### config.mk
export PLATFORM = sky130hd
export DESIGN_NAME = ray_box_pick
export DESIGN_NICKNAME = d
export VERILOG_FILES = /design/src/hw/rtl/rbp_pkg.sv /design/src/hw/rtl/ray_box_pick.sv /design/src/hw/rtl/rbp_div.sv
export SDC_FILE = /design/constraint.sdc
export NUM_CORES = 1
export LEC_CHECK = 0
export BUFFER_PORTS_ARGS = -buffer_cell sky130_fd_sc_hd__buf_4
export CAP_MARGIN = 40
export CORE_MARGIN = 2
export CORE_UTILIZATION = 25
export CTS_CLUSTER_SIZE = 10
export DETAILED_ROUTE_END_ITERATION = 10
export PLACE_DENSITY = 0.51
export SYNTH_ARGS = -nofsm -noshare
export SYNTH_HDL_FRONTEND = slang
export SYNTH_HIERARCHICAL = 1
export SYNTH_SLANG_ARGS = --single-unit
### constraint.sdc
create_clock -name clk -period 11.6 [get_ports clk]
set_input_delay 1.16 -clock clk [delete_from_list [all_inputs] [get_ports clk]]
set_output_delay 1.16 -clock clk [all_outputs]
set_load 0.01 [all_outputs]
### src/hw/rtl/rbp_pkg.sv
// ----------------------------------------------------------------------------
// rbp_pkg: shared types and constants for the ray / box picker
// Widths, sequencer states, configuration register codes and the
// divider request and status structures.
// ----------------------------------------------------------------------------
package rbp_pkg;

    localparam int COORD_W       = 32;
    localparam int DIR_W         = 18;
    localparam int IDX_W         = 8;
    localparam int NUM_W         = COORD_W + 1;
    localparam int Q_W           = 32;
    localparam int CNT_W         = $clog2(Q_W);
    localparam int AXES          = 3;
    localparam int AXIS_W        = 2;
    localparam int CFG_IDX_W     = 3;
    localparam int FRAC_BITS_DEF = 16;
    localparam int MAX_OBJECTS   = 256;

    localparam logic signed [COORD_W-1:0] T_MIN = {1'b1, {(COORD_W-1){1'b0}}};
    localparam logic signed [COORD_W-1:0] T_MAX = {1'b0, {(COORD_W-1){1'b1}}};

    typedef enum logic [2:0] {
        ST_IDLE,
        ST_AXIS,
        ST_LO,
        ST_HI,
        ST_HIT
    } state_t;

    typedef enum logic [CFG_IDX_W-1:0] {
        CFG_ORIGIN_X       = 3'd0,
        CFG_ORIGIN_Y       = 3'd1,
        CFG_ORIGIN_Z       = 3'd2,
        CFG_SELECTED_VALID = 3'd3,
        CFG_SELECTED_INDEX = 3'd4
    } cfg_idx_t;

    typedef struct packed {
        logic                    start;
        logic signed [NUM_W-1:0] num;
        logic signed [DIR_W-1:0] den;
    } div_req_t;

    typedef struct packed {
        logic                      busy;
        logic                      done;
        logic signed [COORD_W-1:0] quot;
    } div_st_t;

endpackage

### src/hw/rtl/ray_box_pick.sv
// ----------------------------------------------------------------------------
// ray_box_pick: ray / axis-aligned box slab test with hover picking
// Each transaction carries a ray direction and one box. The ray starts at the
// configured origin. The box is hit unless the origin lies outside a slab
// whose direction component is zero, its exit distance is behind the origin
// or its entry distance exceeds its exit distance. Over a run of boxes the
// last hit box that is not the selected object is reported on the result of
// the run's last box, after which the hover state clears. All distances are
// signed Q16.16 and saturate to 32 bits. One transaction is in work at a
// time: an axis with a zero direction component is checked without division,
// any other axis takes two distances from the shared bit-serial divider (one
// quotient bit per cycle over 32 bits), and the next box is accepted only
// after the result is loaded and the sequencer is back in idle. The result
// sits in an output register, so the next box is accepted while a result
// waits to be taken.
// ----------------------------------------------------------------------------
module ray_box_pick #(
    parameter int FRAC_BITS = rbp_pkg::FRAC_BITS_DEF
) (
    input  logic                                clk,
    input  logic                                rst_n,
    input  logic                                cfg_wr_en,
    input  logic [rbp_pkg::CFG_IDX_W-1:0]       cfg_index,
    input  logic [rbp_pkg::COORD_W-1:0]         cfg_data,
    input  logic                                in_valid,
    output logic                                in_stall,
    input  logic signed [rbp_pkg::DIR_W-1:0]    dir_x,
    input  logic signed [rbp_pkg::DIR_W-1:0]    dir_y,
    input  logic signed [rbp_pkg::DIR_W-1:0]    dir_z,
    input  logic signed [rbp_pkg::COORD_W-1:0]  box_x_min,
    input  logic signed [rbp_pkg::COORD_W-1:0]  box_x_max,
    input  logic signed [rbp_pkg::COORD_W-1:0]  box_y_min,
    input  logic signed [rbp_pkg::COORD_W-1:0]  box_y_max,
    input  logic signed [rbp_pkg::COORD_W-1:0]  box_z_min,
    input  logic signed [rbp_pkg::COORD_W-1:0]  box_z_max,
    input  logic [rbp_pkg::IDX_W-1:0]           object_index,
    input  logic                                last_box,
    output logic                                out_valid,
    input  logic                                out_stall,
    output logic                                hit,
    output logic                                hover_valid,
    output logic [rbp_pkg::IDX_W-1:0]           hover_index,
    output logic                                run_done
);

    // configuration
    logic signed [rbp_pkg::COORD_W-1:0] origin_reg [rbp_pkg::AXES];
    logic                               sel_valid_reg;
    logic [rbp_pkg::IDX_W-1:0]          sel_index_reg;

    // captured transaction
    logic signed [rbp_pkg::DIR_W-1:0]   dir_reg  [rbp_pkg::AXES];
    logic signed [rbp_pkg::COORD_W-1:0] bmin_reg [rbp_pkg::AXES];
    logic signed [rbp_pkg::COORD_W-1:0] bmax_reg [rbp_pkg::AXES];
    logic [rbp_pkg::IDX_W-1:0]          idx_reg;
    logic                               last_reg;

    // sequencer
    rbp_pkg::state_t                    state_reg, state_next;
    logic [rbp_pkg::AXIS_W-1:0]         axis_reg, axis_next;
    logic                               ok_reg, ok_next;
    logic signed [rbp_pkg::COORD_W-1:0] t1_reg, t1_next;
    logic signed [rbp_pkg::COORD_W-1:0] tmin_reg, tmin_next;
    logic signed [rbp_pkg::COORD_W-1:0] tmax_reg, tmax_next;

    // hover state
    logic                               hover_found_reg, hover_found_next;
    logic [rbp_pkg::IDX_W-1:0]          hover_obj_reg, hover_obj_next;

    // output register
    logic                               out_valid_reg, out_valid_next;
    logic                               hit_reg, hit_next;
    logic                               hov_valid_reg, hov_valid_next;
    logic [rbp_pkg::IDX_W-1:0]          hov_index_reg, hov_index_next;
    logic                               run_done_reg, run_done_next;

    logic                               in_accept;
    logic                               can_load;
    logic                               last_axis;
    logic signed [rbp_pkg::DIR_W-1:0]   cur_dir;
    logic signed [rbp_pkg::COORD_W-1:0] cur_b0, cur_b1, cur_o, t2;
    logic                               b0_lt_b1, o_lt_b0, o_lt_b1, o_gt_b0, o_gt_b1;
    logic                               outside;
    logic                               c12, lo_wins, hi_wins;
    logic                               hit_now, hover_take;

    rbp_pkg::div_req_t                  dreq;
    rbp_pkg::div_st_t                   dst;

    rbp_div #(
        .FRAC_BITS (FRAC_BITS)
    ) u_div (
        .clk   (clk),
        .rst_n (rst_n),
        .req   (dreq),
        .st    (dst)
    );

    assign in_stall  = (state_reg != rbp_pkg::ST_IDLE);
    assign in_accept = in_valid && !in_stall;
    assign can_load  = !out_valid_reg || !out_stall;
    assign last_axis = (axis_reg == rbp_pkg::AXIS_W'(rbp_pkg::AXES - 1));

    assign out_valid   = out_valid_reg;
    assign hit         = hit_reg;
    assign hover_valid = hov_valid_reg;
    assign hover_index = hov_index_reg;
    assign run_done    = run_done_reg;

    always_ff @(posedge clk or negedge rst_n)
    begin
        if (!rst_n)
        begin
            origin_reg[0] <= '0;
            origin_reg[1] <= '0;
            origin_reg[2] <= '0;
            sel_valid_reg <= 1'b0;
            sel_index_reg <= '0;
        end
        else if (cfg_wr_en)
        begin
            case (rbp_pkg::cfg_idx_t'(cfg_index))
                rbp_pkg::CFG_ORIGIN_X:       origin_reg[0] <= cfg_data;
                rbp_pkg::CFG_ORIGIN_Y:       origin_reg[1] <= cfg_data;
                rbp_pkg::CFG_ORIGIN_Z:       origin_reg[2] <= cfg_data;
                rbp_pkg::CFG_SELECTED_VALID: sel_valid_reg <= cfg_data[0];
                rbp_pkg::CFG_SELECTED_INDEX: sel_index_reg <= cfg_data[rbp_pkg::IDX_W-1:0];
                default:                     ;
            endcase
        end
    end

    always_ff @(posedge clk)
    begin
        if (in_accept)
        begin
            dir_reg[0]  <= dir_x;
            dir_reg[1]  <= dir_y;
            dir_reg[2]  <= dir_z;
            bmin_reg[0] <= box_x_min;
            bmax_reg[0] <= box_x_max;
            bmin_reg[1] <= box_y_min;
            bmax_reg[1] <= box_y_max;
            bmin_reg[2] <= box_z_min;
            bmax_reg[2] <= box_z_max;
            idx_reg     <= object_index;
            last_reg    <= last_box;
        end
    end

    always_comb
    begin
        cur_dir = dir_reg[axis_reg];
        cur_b0  = bmin_reg[axis_reg];
        cur_b1  = bmax_reg[axis_reg];
        cur_o   = origin_reg[axis_reg];
        t2      = dst.quot;

        b0_lt_b1 = cur_b0 < cur_b1;
        o_lt_b0  = cur_o < cur_b0;
        o_lt_b1  = cur_o < cur_b1;
        o_gt_b0  = cur_o > cur_b0;
        o_gt_b1  = cur_o > cur_b1;
        outside  = b0_lt_b1 ? (o_lt_b0 || o_gt_b1) : (o_lt_b1 || o_gt_b0);

        c12     = t1_reg < t2;
        lo_wins = c12 ? (tmin_reg < t1_reg) : (tmin_reg < t2);
        hi_wins = c12 ? (t2 < tmax_reg) : (t1_reg < tmax_reg);

        hit_now    = ok_reg && !(tmax_reg < 0) && !(tmin_reg > tmax_reg);
        hover_take = hit_now && (int'(idx_reg) < rbp_pkg::MAX_OBJECTS) &&
                     !(sel_valid_reg && (idx_reg == sel_index_reg));

        dreq.start = 1'b0;
        dreq.num   = (state_reg == rbp_pkg::ST_AXIS)
                   ? ({cur_b0[rbp_pkg::COORD_W-1], cur_b0} - {cur_o[rbp_pkg::COORD_W-1], cur_o})
                   : ({cur_b1[rbp_pkg::COORD_W-1], cur_b1} - {cur_o[rbp_pkg::COORD_W-1], cur_o});
        dreq.den   = cur_dir;

        state_next       = state_reg;
        axis_next        = axis_reg;
        ok_next          = ok_reg;
        t1_next          = t1_reg;
        tmin_next        = tmin_reg;
        tmax_next        = tmax_reg;
        hover_found_next = hover_found_reg;
        hover_obj_next   = hover_obj_reg;
        out_valid_next   = out_valid_reg && out_stall;
        hit_next         = hit_reg;
        hov_valid_next   = hov_valid_reg;
        hov_index_next   = hov_index_reg;
        run_done_next    = run_done_reg;

        case (state_reg)
            rbp_pkg::ST_IDLE:
            begin
                if (in_accept)
                begin
                    axis_next  = '0;
                    ok_next    = 1'b1;
                    tmin_next  = rbp_pkg::T_MIN;
                    tmax_next  = rbp_pkg::T_MAX;
                    state_next = rbp_pkg::ST_AXIS;
                end
            end
            rbp_pkg::ST_AXIS:
            begin
                if (cur_dir == '0)
                begin
                    if (outside)
                        ok_next = 1'b0;
                    axis_next  = axis_reg + 1'b1;
                    state_next = last_axis ? rbp_pkg::ST_HIT : rbp_pkg::ST_AXIS;
                end
                else
                begin
                    dreq.start = 1'b1;
                    state_next = rbp_pkg::ST_LO;
                end
            end
            rbp_pkg::ST_LO:
            begin
                if (dst.done)
                begin
                    t1_next    = dst.quot;
                    dreq.start = 1'b1;
                    state_next = rbp_pkg::ST_HI;
                end
            end
            rbp_pkg::ST_HI:
            begin
                if (dst.done)
                begin
                    if (lo_wins)
                        tmin_next = c12 ? t1_reg : t2;
                    if (hi_wins)
                        tmax_next = c12 ? t2 : t1_reg;
                    axis_next  = axis_reg + 1'b1;
                    state_next = last_axis ? rbp_pkg::ST_HIT : rbp_pkg::ST_AXIS;
                end
            end
            rbp_pkg::ST_HIT:
            begin
                if (can_load)
                begin
                    if (hover_take)
                    begin
                        hover_found_next = 1'b1;
                        hover_obj_next   = idx_reg;
                    end
                    out_valid_next = 1'b1;
                    hit_next       = hit_now;
                    run_done_next  = last_reg;
                    if (last_reg)
                    begin
                        hov_valid_next   = hover_found_next;
                        hov_index_next   = hover_obj_next;
                        hover_found_next = 1'b0;
                        hover_obj_next   = '0;
                    end
                    else
                    begin
                        hov_valid_next = 1'b0;
                        hov_index_next = '0;
                    end
                    state_next = rbp_pkg::ST_IDLE;
                end
            end
            default:
            begin
                state_next = rbp_pkg::ST_IDLE;
            end
        endcase
    end

    always_ff @(posedge clk or negedge rst_n)
    begin
        if (!rst_n)
        begin
            state_reg       <= rbp_pkg::ST_IDLE;
            axis_reg        <= '0;
            ok_reg          <= 1'b0;
            hover_found_reg <= 1'b0;
            hover_obj_reg   <= '0;
            out_valid_reg   <= 1'b0;
        end
        else
        begin
            state_reg       <= state_next;
            axis_reg        <= axis_next;
            ok_reg          <= ok_next;
            hover_found_reg <= hover_found_next;
            hover_obj_reg   <= hover_obj_next;
            out_valid_reg   <= out_valid_next;
        end
    end

    always_ff @(posedge clk)
    begin
        t1_reg        <= t1_next;
        tmin_reg      <= tmin_next;
        tmax_reg      <= tmax_next;
        hit_reg       <= hit_next;
        hov_valid_reg <= hov_valid_next;
        hov_index_reg <= hov_index_next;
        run_done_reg  <= run_done_next;
    end

    a_hover_only_on_run_end: assert property (@(posedge clk) disable iff (!rst_n)
        out_valid_reg && !run_done_reg |-> !hov_valid_reg && (hov_index_reg == '0))
        else $error("hover fields set on a result that does not end a run");

    a_div_done_when_waited: assert property (@(posedge clk) disable iff (!rst_n)
        dst.done |-> (state_reg == rbp_pkg::ST_LO) || (state_reg == rbp_pkg::ST_HI))
        else $error("divider result arrived while the sequencer was not waiting");

    a_div_quiet_in_idle: assert property (@(posedge clk) disable iff (!rst_n)
        (state_reg == rbp_pkg::ST_IDLE) || (state_reg == rbp_pkg::ST_HIT)
            |-> !dst.busy && !dst.done)
        else $error("divider active outside of a slab computation");

    a_hover_clears_after_run: assert property (@(posedge clk) disable iff (!rst_n)
        (state_reg == rbp_pkg::ST_HIT) && can_load && last_reg
            |=> !hover_found_reg && (hover_obj_reg == '0))
        else $error("hover state not cleared after the last box of a run");

endmodule

### src/hw/rtl/rbp_div.sv
// ----------------------------------------------------------------------------
// rbp_div: shared iterative distance divider
// Computes (num * 2^FRAC_BITS) / den truncated toward zero and saturated to
// 32 bits signed, one restoring step per cycle over 32 quotient bits. The
// top step detects saturation; done pulses in the cycle after the last step.
// ----------------------------------------------------------------------------
module rbp_div #(
    parameter int FRAC_BITS = rbp_pkg::FRAC_BITS_DEF
) (
    input  logic              clk,
    input  logic              rst_n,
    input  rbp_pkg::div_req_t req,
    output rbp_pkg::div_st_t  st
);

    localparam int MAG_W = rbp_pkg::NUM_W + FRAC_BITS;
    localparam int DSH_W = rbp_pkg::DIR_W + rbp_pkg::Q_W - 1;
    localparam int CMP_W = (MAG_W > DSH_W) ? MAG_W : DSH_W;

    logic                          busy_reg, busy_next;
    logic                          fin_reg, fin_next;
    logic [rbp_pkg::CNT_W-1:0]     cnt_reg, cnt_next;
    logic [CMP_W-1:0]              rem_reg, rem_next;
    logic [CMP_W-1:0]              dsh_reg, dsh_next;
    logic [rbp_pkg::Q_W-1:0]       q_reg, q_next;
    logic                          neg_reg, neg_next;

    logic [rbp_pkg::NUM_W-1:0]     num_mag;
    logic [rbp_pkg::DIR_W-1:0]     den_mag;
    logic                          ge;
    logic [CMP_W-1:0]              diff;
    logic signed [rbp_pkg::COORD_W-1:0] mag;

    always_comb
    begin
        num_mag = req.num[rbp_pkg::NUM_W-1] ? rbp_pkg::NUM_W'(-req.num)
                                             : rbp_pkg::NUM_W'(req.num);
        den_mag = req.den[rbp_pkg::DIR_W-1] ? rbp_pkg::DIR_W'(-req.den)
                                             : rbp_pkg::DIR_W'(req.den);
        ge      = rem_reg >= dsh_reg;
        diff    = rem_reg - dsh_reg;

        busy_next = busy_reg;
        fin_next  = 1'b0;
        cnt_next  = cnt_reg;
        rem_next  = rem_reg;
        dsh_next  = dsh_reg;
        q_next    = q_reg;
        neg_next  = neg_reg;

        if (req.start)
        begin
            busy_next = 1'b1;
            cnt_next  = rbp_pkg::CNT_W'(rbp_pkg::Q_W - 1);
            rem_next  = CMP_W'(num_mag) << FRAC_BITS;
            dsh_next  = CMP_W'(den_mag) << (rbp_pkg::Q_W - 1);
            q_next    = '0;
            neg_next  = req.num[rbp_pkg::NUM_W-1] ^ req.den[rbp_pkg::DIR_W-1];
        end
        else if (busy_reg)
        begin
            rem_next = ge ? diff : rem_reg;
            dsh_next = dsh_reg >> 1;
            q_next   = {q_reg[rbp_pkg::Q_W-2:0], ge};
            if (cnt_reg == '0)
            begin
                busy_next = 1'b0;
                fin_next  = 1'b1;
            end
            else
            begin
                cnt_next = cnt_reg - 1'b1;
            end
        end
    end

    always_ff @(posedge clk or negedge rst_n)
    begin
        if (!rst_n)
        begin
            busy_reg <= 1'b0;
            fin_reg  <= 1'b0;
            cnt_reg  <= '0;
        end
        else
        begin
            busy_reg <= busy_next;
            fin_reg  <= fin_next;
            cnt_reg  <= cnt_next;
        end
    end

    always_ff @(posedge clk)
    begin
        rem_reg <= rem_next;
        dsh_reg <= dsh_next;
        q_reg   <= q_next;
        neg_reg <= neg_next;
    end

    always_comb
    begin
        mag     = {1'b0, q_reg[rbp_pkg::Q_W-2:0]};
        st.busy = busy_reg;
        st.done = fin_reg;
        if (q_reg[rbp_pkg::Q_W-1])
            st.quot = neg_reg ? rbp_pkg::T_MIN : rbp_pkg::T_MAX;
        else
            st.quot = neg_reg ? -mag : mag;
    end

endmodule
# Word-level counts from Yosys, hierarchy flattened
# Memories as Yosys holds them, arrays and structs flattened.
# Cells that the tools add are included.
[classes] n_shift=0 magnitude_cmp=14 bitwise=2 eq_ne=19 n_addsub=8 n_mux=62 div=0 n_reduce_logical=40 multipliers=0
[ops] op="$mux 32" n=13
[ops] op="$lt 32x32->1" n=8
[ops] op="$mux 49" n=5
[ops] op="$pmux 32 s2" n=2
[ops] op="$gt 32x32->1" n=3
[ops] op="$mux 33" n=2
[ops] op="$sub 32x32->33" n=2
[ops] op="$bmux 32 s2" n=1
[ops] op="$ge 49x49->1" n=1
[ops] op="$sub 49x49->49" n=1
[ops] op="$neg 33->33" n=1
[ops] op="$lt 32x1->1 const B" n=1
[ops] op="$neg 31->32" n=1
[ops] op="$mux 1" n=20
[ops] op="$reduce_and 2->1" n=10
[ops] op="$reduce_and 4->1" n=5
[ops] op="$logic_not 18->1" n=1
[ops] op="$mux 18" n=1
[ops] op="$mux 3" n=6
[ops] op="$neg 18->18" n=1
[ops] op="$mux 8" n=2
[ops] op="$mux 5" n=3
[ops] op="$pmux 3 s5" n=1
[ops] op="$eq 3x2->1 const B" n=4
[ops] op="21 further kinds" n=50
[word_totals] romBits=0 n_memories=3 ramBits=246 output_inout_bits=13 word_cells=177 latch_bits=0 reg_bits=375
[mem_list] name="bmax_reg" depth=3 width=32 read_ports=1 rd_ports_with_merged_regs=0 wr=3 line_no="ray_box_pick.sv:54" rtl="logic signed [rbp_pkg::COORD_W-1:0] bmax_reg [rbp_pkg::AXES];"
[mem_list] name="bmin_reg" depth=3 width=32 read_ports=1 rd_ports_with_merged_regs=0 wr=3 line_no="ray_box_pick.sv:53" rtl="logic signed [rbp_pkg::COORD_W-1:0] bmin_reg [rbp_pkg::AXES];"
[mem_list] name="dir_reg" depth=3 width=18 read_ports=1 rd_ports_with_merged_regs=0 wr=3 line_no="ray_box_pick.sv:52" rtl="logic signed [rbp_pkg::DIR_W-1:0] dir_reg [rbp_pkg::AXES];"

# Longest topological paths before layout
# Gate-level depths: netlist of run 1.
[logic_depth] word_depth=10 ltp_mapped=29 mapped_depth_nobuf=26

# Cells and area by module
# The synthesis of run 1 kept the hierarchy.
[modules_own_cells] mod="ray_box_pick" cells_each=2416 area_each_um2=27776.6 seq_area_each_um2=13898.3 instances=1
[modules_own_cells] mod="rbp_div" cells_each=1249 area_each_um2=10136.0 seq_area_each_um2=3318.2 instances=1

# Worst setup path after synthesis of run 1
# OpenSTA, ideal clock, no wires.
[synth_path] kind="input port to flip-flop" start="in in_valid" end="mem bmax_reg[0][0] (netlist bit) (enable)" t_required_ns=10.722 n_path_buf=0 cell_stages=2 path_slack_ns=-0.991 t_arrival_ns=11.713 path_cell_list="inv_1 -> nor2_1"
[synth_lines] element="start, declared" line_no="ray_box_pick.sv:25" rtl="input logic in_valid,"
[synth_lines] element="end, declared" line_no="ray_box_pick.sv:54"

==> flow_metrics.py, run 1 <==
metrics = {
    "run_status": {
        "status": "completed",
    },
    "yosys": {
        "syn_nets": 4301,
        "yosys_warnings": 6,
        "syn_area_um2": 37900,
        "synthCells": 3664,
        "syn_avg_cell_area_um2": 10.3,
    },
    "worst_setup_path": {
        "worst_r2r_endpoint": "u_div/rem_reg[41]",
        "endpoint_kind": "flop",
        "worstSetupStartpoint": "axis_reg[0]",
        "crit_type": "flop to flop",
        "r2r_slack_ns": 4.18,
        "start_kind": "flop",
        "r2r_start": "axis_reg[0]",
        "worstRegToRegCells": 26,
        "arrival_ns": 7.87,
        "crit_required_ns": 12.05,
        "crit_end": "u_div/rem_reg[41]",
        "path_max_fanout": 48,
    },
    "floorplanning": {
        "core_um2": 150000,
        "placementRows": 142,
        "die-area_um2": 155000,
        "io_pins": 308,
        "initial_core_util": 0.252,
        "dieWidth_um": 393,
        "die_y_um": 393,
    },
    "route": {
        "vias": 28200,
        "post_drt_via_cell_ratio": 4.68,
        "wl_per_cell_um": 18.3,
        "first_iter_violations": 1942,
        "drt_wl_total_um": 110000,
        "firstDrtPassIters": 5,
        "antenna_left": 0,
        "drc_errors": 0,
    },
    "clock_tree": {
        "holdBufCountCts": 0,
        "cts_max_level": 3,
        "ctsResizeCount": 0,
        "numCtsBuffers": 79,
        "insertion_delay_ns": 0.70,
        "cts_sinks": 621,
        "clk_pin_slew_ns": 0.05,
        "cts_tree": "done",
        "post_cts_buffers": 0,
        "clockBufferDepth": 3,
        "clockRootBuffer": "clkbuf_16",
    },
    "layout": {
        "syn_to_final_growth_pct": 18.9,
        "layoutNonFillerInstCount": 6018,
        "final_common_cell": "edfxtp_1",
        "post-route-util": 0.300,
        "fin_nets": 4576,
        "layout_common_cells": "414 x edfxtp_1, 339 x ha_1, 339 x buf_4",
        "stdcell_area_um2": 45100,
        "drive_gt1_frac": 0.151,
    },
    "global_route": {
        "grt_pass1_vias": 28400,
        "grt_max_degree": 185,
        "grt_antenna_before_repair": 10,
        "grt-ovfl-total": 0,
        "grt_use_total": 0.140,
        "grt_pass1_wl_um": 170000,
    },
    "place": {
        "dpl_cell_area_um2": 42600,
        "dp_slack_ns": 4.15,
        "port_buffers": 307,
        "post-place-cells": 5874,
        "hpwl_um": 82900,
        "gp_congestion": 0.878,
    },
    "power_and_ir_drop": {
        "power_leakage_nw": 18.4,
        "total_power_mw": 14.4,
        "vdd_drop_max_mv": 0.160,
        "p_per_area_nw_per_um2": 320,
    },
    "timing": {
        "rsz0062_at_grt": "no",
        "fin_tns_setup_ns": 0,
        "max_slew_margin": 0.239,
        "tightest_slew_ns": 1.14,
        "final_hold_viol_count": 0,
        "slew_violations": 0,
        "period_needed_ns": 7.42,
        "worst_slack_ns": 4.18,
        "timing.final.crit_share": 0.640,
        "fmax_mhz": 135,
        "worst_hold_slack_ns": 0.455,
        "setup_viol": 0,
        "skew_ns": 0.0612,
    },
    "worst_hold_path": {
        "hold_path.class": "input pin to asynchronous set/reset pin",
    },
    "run": {
        "maxCapViolCount": 0,
    },
}
-- layout make-up --
cell class                      instances  area (um^2)
Inverter                              234          881
Clock buffer                          118         2210
Timing Repair Buffer                  346         2640
Multi-Input combinational cell       2657        19300
Tap cell                             2016         2520
Antenna cell                            6         15.0
Sequential cell                       621        17200
Clock inverter                         20          277
Fill cell                           15600       105000
-- per-layer routing --
layer | vias to the layer above | GRT usage | routed length (um)
met1 | 13400 | 0.183 | 49100
li1 | 13900 | - | -
met2 | 675 | 0.232 | 52000
met4 | 2 | 0.0505 | 3230
met5 | - | 0 | 13
met3 | 127 | 0.0220 | 6080
-- worst min-delay path by stage --
stage,startpoint,to,cells after the start
after global placement,u_div/rem_reg[8],u_div/rem_reg[8],2
after floorplan,u_div/dsh_reg[0],u_div/dsh_reg[0],2
final,rst_n,origin_reg[75],1
after global routing,rst_n,origin_reg[75],1
after CTS,rst_n,origin_reg[16],1
after detailed placement,hover_obj_reg[0],hover_obj_reg[0],1
-- worst max-delay path: stages (launching register included) --
cell and delay (ns):
dfrtp_4 0.87, buf_4 0.63, buf_4 0.66, nor2b_1 0.25, nor2_1 0.06, mux2i_1 0.14
ha_1 0.20, fa_1 0.21, nor2b_1 0.07, o31a_1 0.26, o31a_1 0.28, o21ai_0 0.16
nand2b_1 0.11, a21o_1 0.19, a21o_1 0.19, nand3_1 0.08, nand2_1 0.06, xnor2_1 0.21
a21oi_1 0.16, nor4_1 0.41, nand4_1 0.21, or2_2 0.38, nand2b_1 0.21, or4_1 0.47
o21ai_0 0.22, xnor2_1 0.09, a22o_1 0.25
-- power breakdown --
part,internal [mW],total [mW],switching [mW]
logic,3.39,8.71,5.32
clock network,1.37,2.39,1.01
registers,3.01,3.32,0.314
total,7.77,14.4,6.64
Note: power is estimated with default switching activity, not from simulation.
==> inputs of run 2 (changes only) <==
--- a/config.mk
+++ b/config.mk
@@ -11,7 +11,7 @@
 export CORE_UTILIZATION = 25
 export CTS_CLUSTER_SIZE = 10
 export DETAILED_ROUTE_END_ITERATION = 10
-export PLACE_DENSITY = 0.51
+export PLACE_DENSITY = 0.5
 export SYNTH_ARGS = -nofsm -noshare
 export SYNTH_HDL_FRONTEND = slang
 export SYNTH_HIERARCHICAL = 1
==> constraint.sdc (replaced) <==
create_clock -name clk -period 7.7 [get_ports clk]
set_input_delay 0.77 -clock clk [delete_from_list [all_inputs] [get_ports clk]]
set_output_delay 0.77 -clock clk [all_outputs]
set_load 0.01 [all_outputs]
==> run 2 against run 1 <==
  * Critical path depth is 7 lower
  * Worst setup slack lost 3.0 ns
  * Maximum frequency up 14%
  * Via count down 0.27%
  * Power increased by 51%
  * Clock skew is 0.017 ns lower
  * Register-to-register slack worse by 3.0 ns
  * Worst hold slack got worse by 0.29 ns
  * Utilization up 0.061 points
==> flow_metrics.py, run 2 (synthesis gave the netlist of run 1 again) <==
metrics = {
    "global_route": {
        "busiest_layer": "met2",
        "grt_antenna_before_repair": 8,
        "grtUsageMet2": 0.236,
        "grt_use_total": 0.141,
        "use_met3": 0.0256,
        "use_met1": 0.185,
        "grt-ovfl-total": 0,
        "grt_max_degree": 158,
        "grt_pass1_vias": 28400,
        "grt_pass1_wl_um": 171000,
    },
    "clock_tree": {
        "ctsResizeCount": 0,
        "cts_tree": "done",
        "clockRootBuffer": "clkbuf_16",
        "insertion_delay_ns": 0.67,
        "clockBufferDepth": 3,
        "holdBufCountCts": 0,
        "cts_sinks": 621,
        "numCtsBuffers": 79,
        "post_cts_buffers": 0,
        "cts_max_level": 3,
        "clk_pin_slew_ns": 0.06,
    },
    "route": {
        "first_iter_violations": 1582,
        "vias": 28100,
        "post_drt_via_cell_ratio": 4.67,
        "firstDrtPassIters": 8,
        "wl_per_cell_um": 18.5,
        "drt_wl_total_um": 111000,
        "drc_errors": 0,
        "antenna_left": 0,
    },
    "place": {
        "gp_congestion": 0.899,
        "port_buffers": 307,
        "dp_slack_ns": 1.20,
        "hpwl_um": 84300,
    },
    "power_and_ir_drop": {
        "p_per_area_nw_per_um2": 484,
        "total_power_mw": 21.8,
        "vdd_drop_max_mv": 0.280,
        "power_leakage_nw": 18.5,
    },
    "worst_setup_path": {
        "endpoint_kind": "flop",
        "start_kind": "flop",
        "r2r_slack_ns": 1.19,
        "r2r_start": "axis_reg[1]",
        "worst_r2r_endpoint": "u_div/rem_reg[43]",
        "worstRegToRegCells": 19,
        "arrival_ns": 6.90,
        "cpPeakStageDelay_ns": 0.73,
        "crit_end": "u_div/rem_reg[43]",
        "path_max_fanout": 60,
        "crit_required_ns": 8.08,
        "cp_top_family": "compound AO/OA/AOI/OAI gates",
        "crit_chain": "buf_4 > o21ai_0 > ha_1 > nor2b_1 > o31a_1 > o31a_1 > o21ai_1 > o21ai_0 > a21o_1 > a21oi_1 > xor2_1 > o21ai_0 > or4_1 > or2_2 > nand2b_1 > o31ai_1 > a21oi_1 > o21ai_0 > o21ai_0",
        "worst_path_most_repeated_cell": "o21ai_0",
        "critPathBufInv": 1,
        "worstSetupStartpoint": "axis_reg[1]",
        "slowest_stage": "dfrtp_4",
        "path_depth": 19,
        "crit_type": "flop to flop",
    },
    "floorplanning": {
        "io_pins": 308,
        "initial_core_util": 0.252,
        "die-area_um2": 155000,
        "core_um2": 150000,
        "placementRows": 142,
        "die_y_um": 393,
        "dieWidth_um": 393,
    },
    "timing": {
        "max_slew_margin": 0.271,
        "setup_viol": 0,
        "period_needed_ns": 6.51,
        "rsz0062_at_grt": "no",
        "timing.final.crit_share": 0.846,
        "final_hold_viol_count": 0,
        "fin_tns_setup_ns": 0,
        "worst_hold_slack_ns": 0.167,
        "slew_violations": 0,
        "fmax_mhz": 154,
        "skew_ns": 0.0439,
        "worst_slack_ns": 1.19,
        "tightest_slew_ns": 1.09,
    },
    "layout": {
        "fin_nets": 4583,
        "fillers": 15600,
        "syn_to_final_growth_pct": 19.2,
        "post-route-util": 0.301,
        "drive_gt1_frac": 0.154,
        "layout_common_cells": "414 x edfxtp_1, 345 x buf_4, 339 x ha_1",
        "final_common_cell": "edfxtp_1",
    },
    "run_status": {
        "status": "completed",
    },
    "run": {
        "maxCapViolCount": 0,
    },
    "worst_hold_path": {
        "hold_path.class": "input pin to asynchronous set/reset pin",
    },
}
[run 2: stage by stage]
| step | instance area, um^2 | std cells |
|---|---|---|
| after floorplan | 37900 | 3664 |
| after global placement | 42600 | 5873 |
| after detailed placement | 42700 | 5881 |
| after CTS | 45200 | 6021 |
| after global routing | 45200 | 6021 |
| final | 45200 | 6022 |
[run 2: worst min-delay path by stage]
stage / cells after the start / start / endpoint / slack, ns
2_1_floorplan: 2 / u_div/dsh_reg[0] / u_div/dsh_reg[0] / 0.46
3_3_place_gp: 2 / u_div/rem_reg[8] / u_div/rem_reg[8] / 0.48
3_5_place_dp: 1 / hover_obj_reg[1] / hover_obj_reg[1] / 0.48
4_1_cts: 1 / rst_n / sel_index_reg[7] / 0.13
5_1_grt: 1 / rst_n / sel_index_reg[7] / 0.20
6_report: 1 / rst_n / sel_index_reg[7] / 0.17
[run 2: final cells by class]
| cell class | instances | area (um^2) | area share |
|---|---|---|---|
| diodes | 1 | 2.50 | 0.0000554 |
| clock buffers | 123 | 2320 | 0.0513 |
| repair buffers | 353 | 2740 | 0.0606 |
| flip-flops and latches | 621 | 17200 | 0.381 |
| clock inverters | 17 | 171 | 0.00380 |
| inverters | 234 | 881 | 0.0195 |
| multi-input cells | 2657 | 19300 | 0.427 |
| well taps | 2016 | 2520 | 0.0558 |
[run 2: routing by layer]
metal / share of wire / up-vias
met5: 0.00022 / -
met3: 0.051 / 116
met4: 0.021 / 4
met1: 0.46 / 13400
met2: 0.47 / 600
li1: - / 14000
[run 2: power breakdown]
group	total, mW	leakage [nW]	switching (mW)	internal [mW]
combinational	13.3	11.3	8.13	5.15
clock	3.60	1.21	1.49	2.11
sequential	4.96	6.00	0.427	4.53
total	21.8	18.5	10.0	11.8
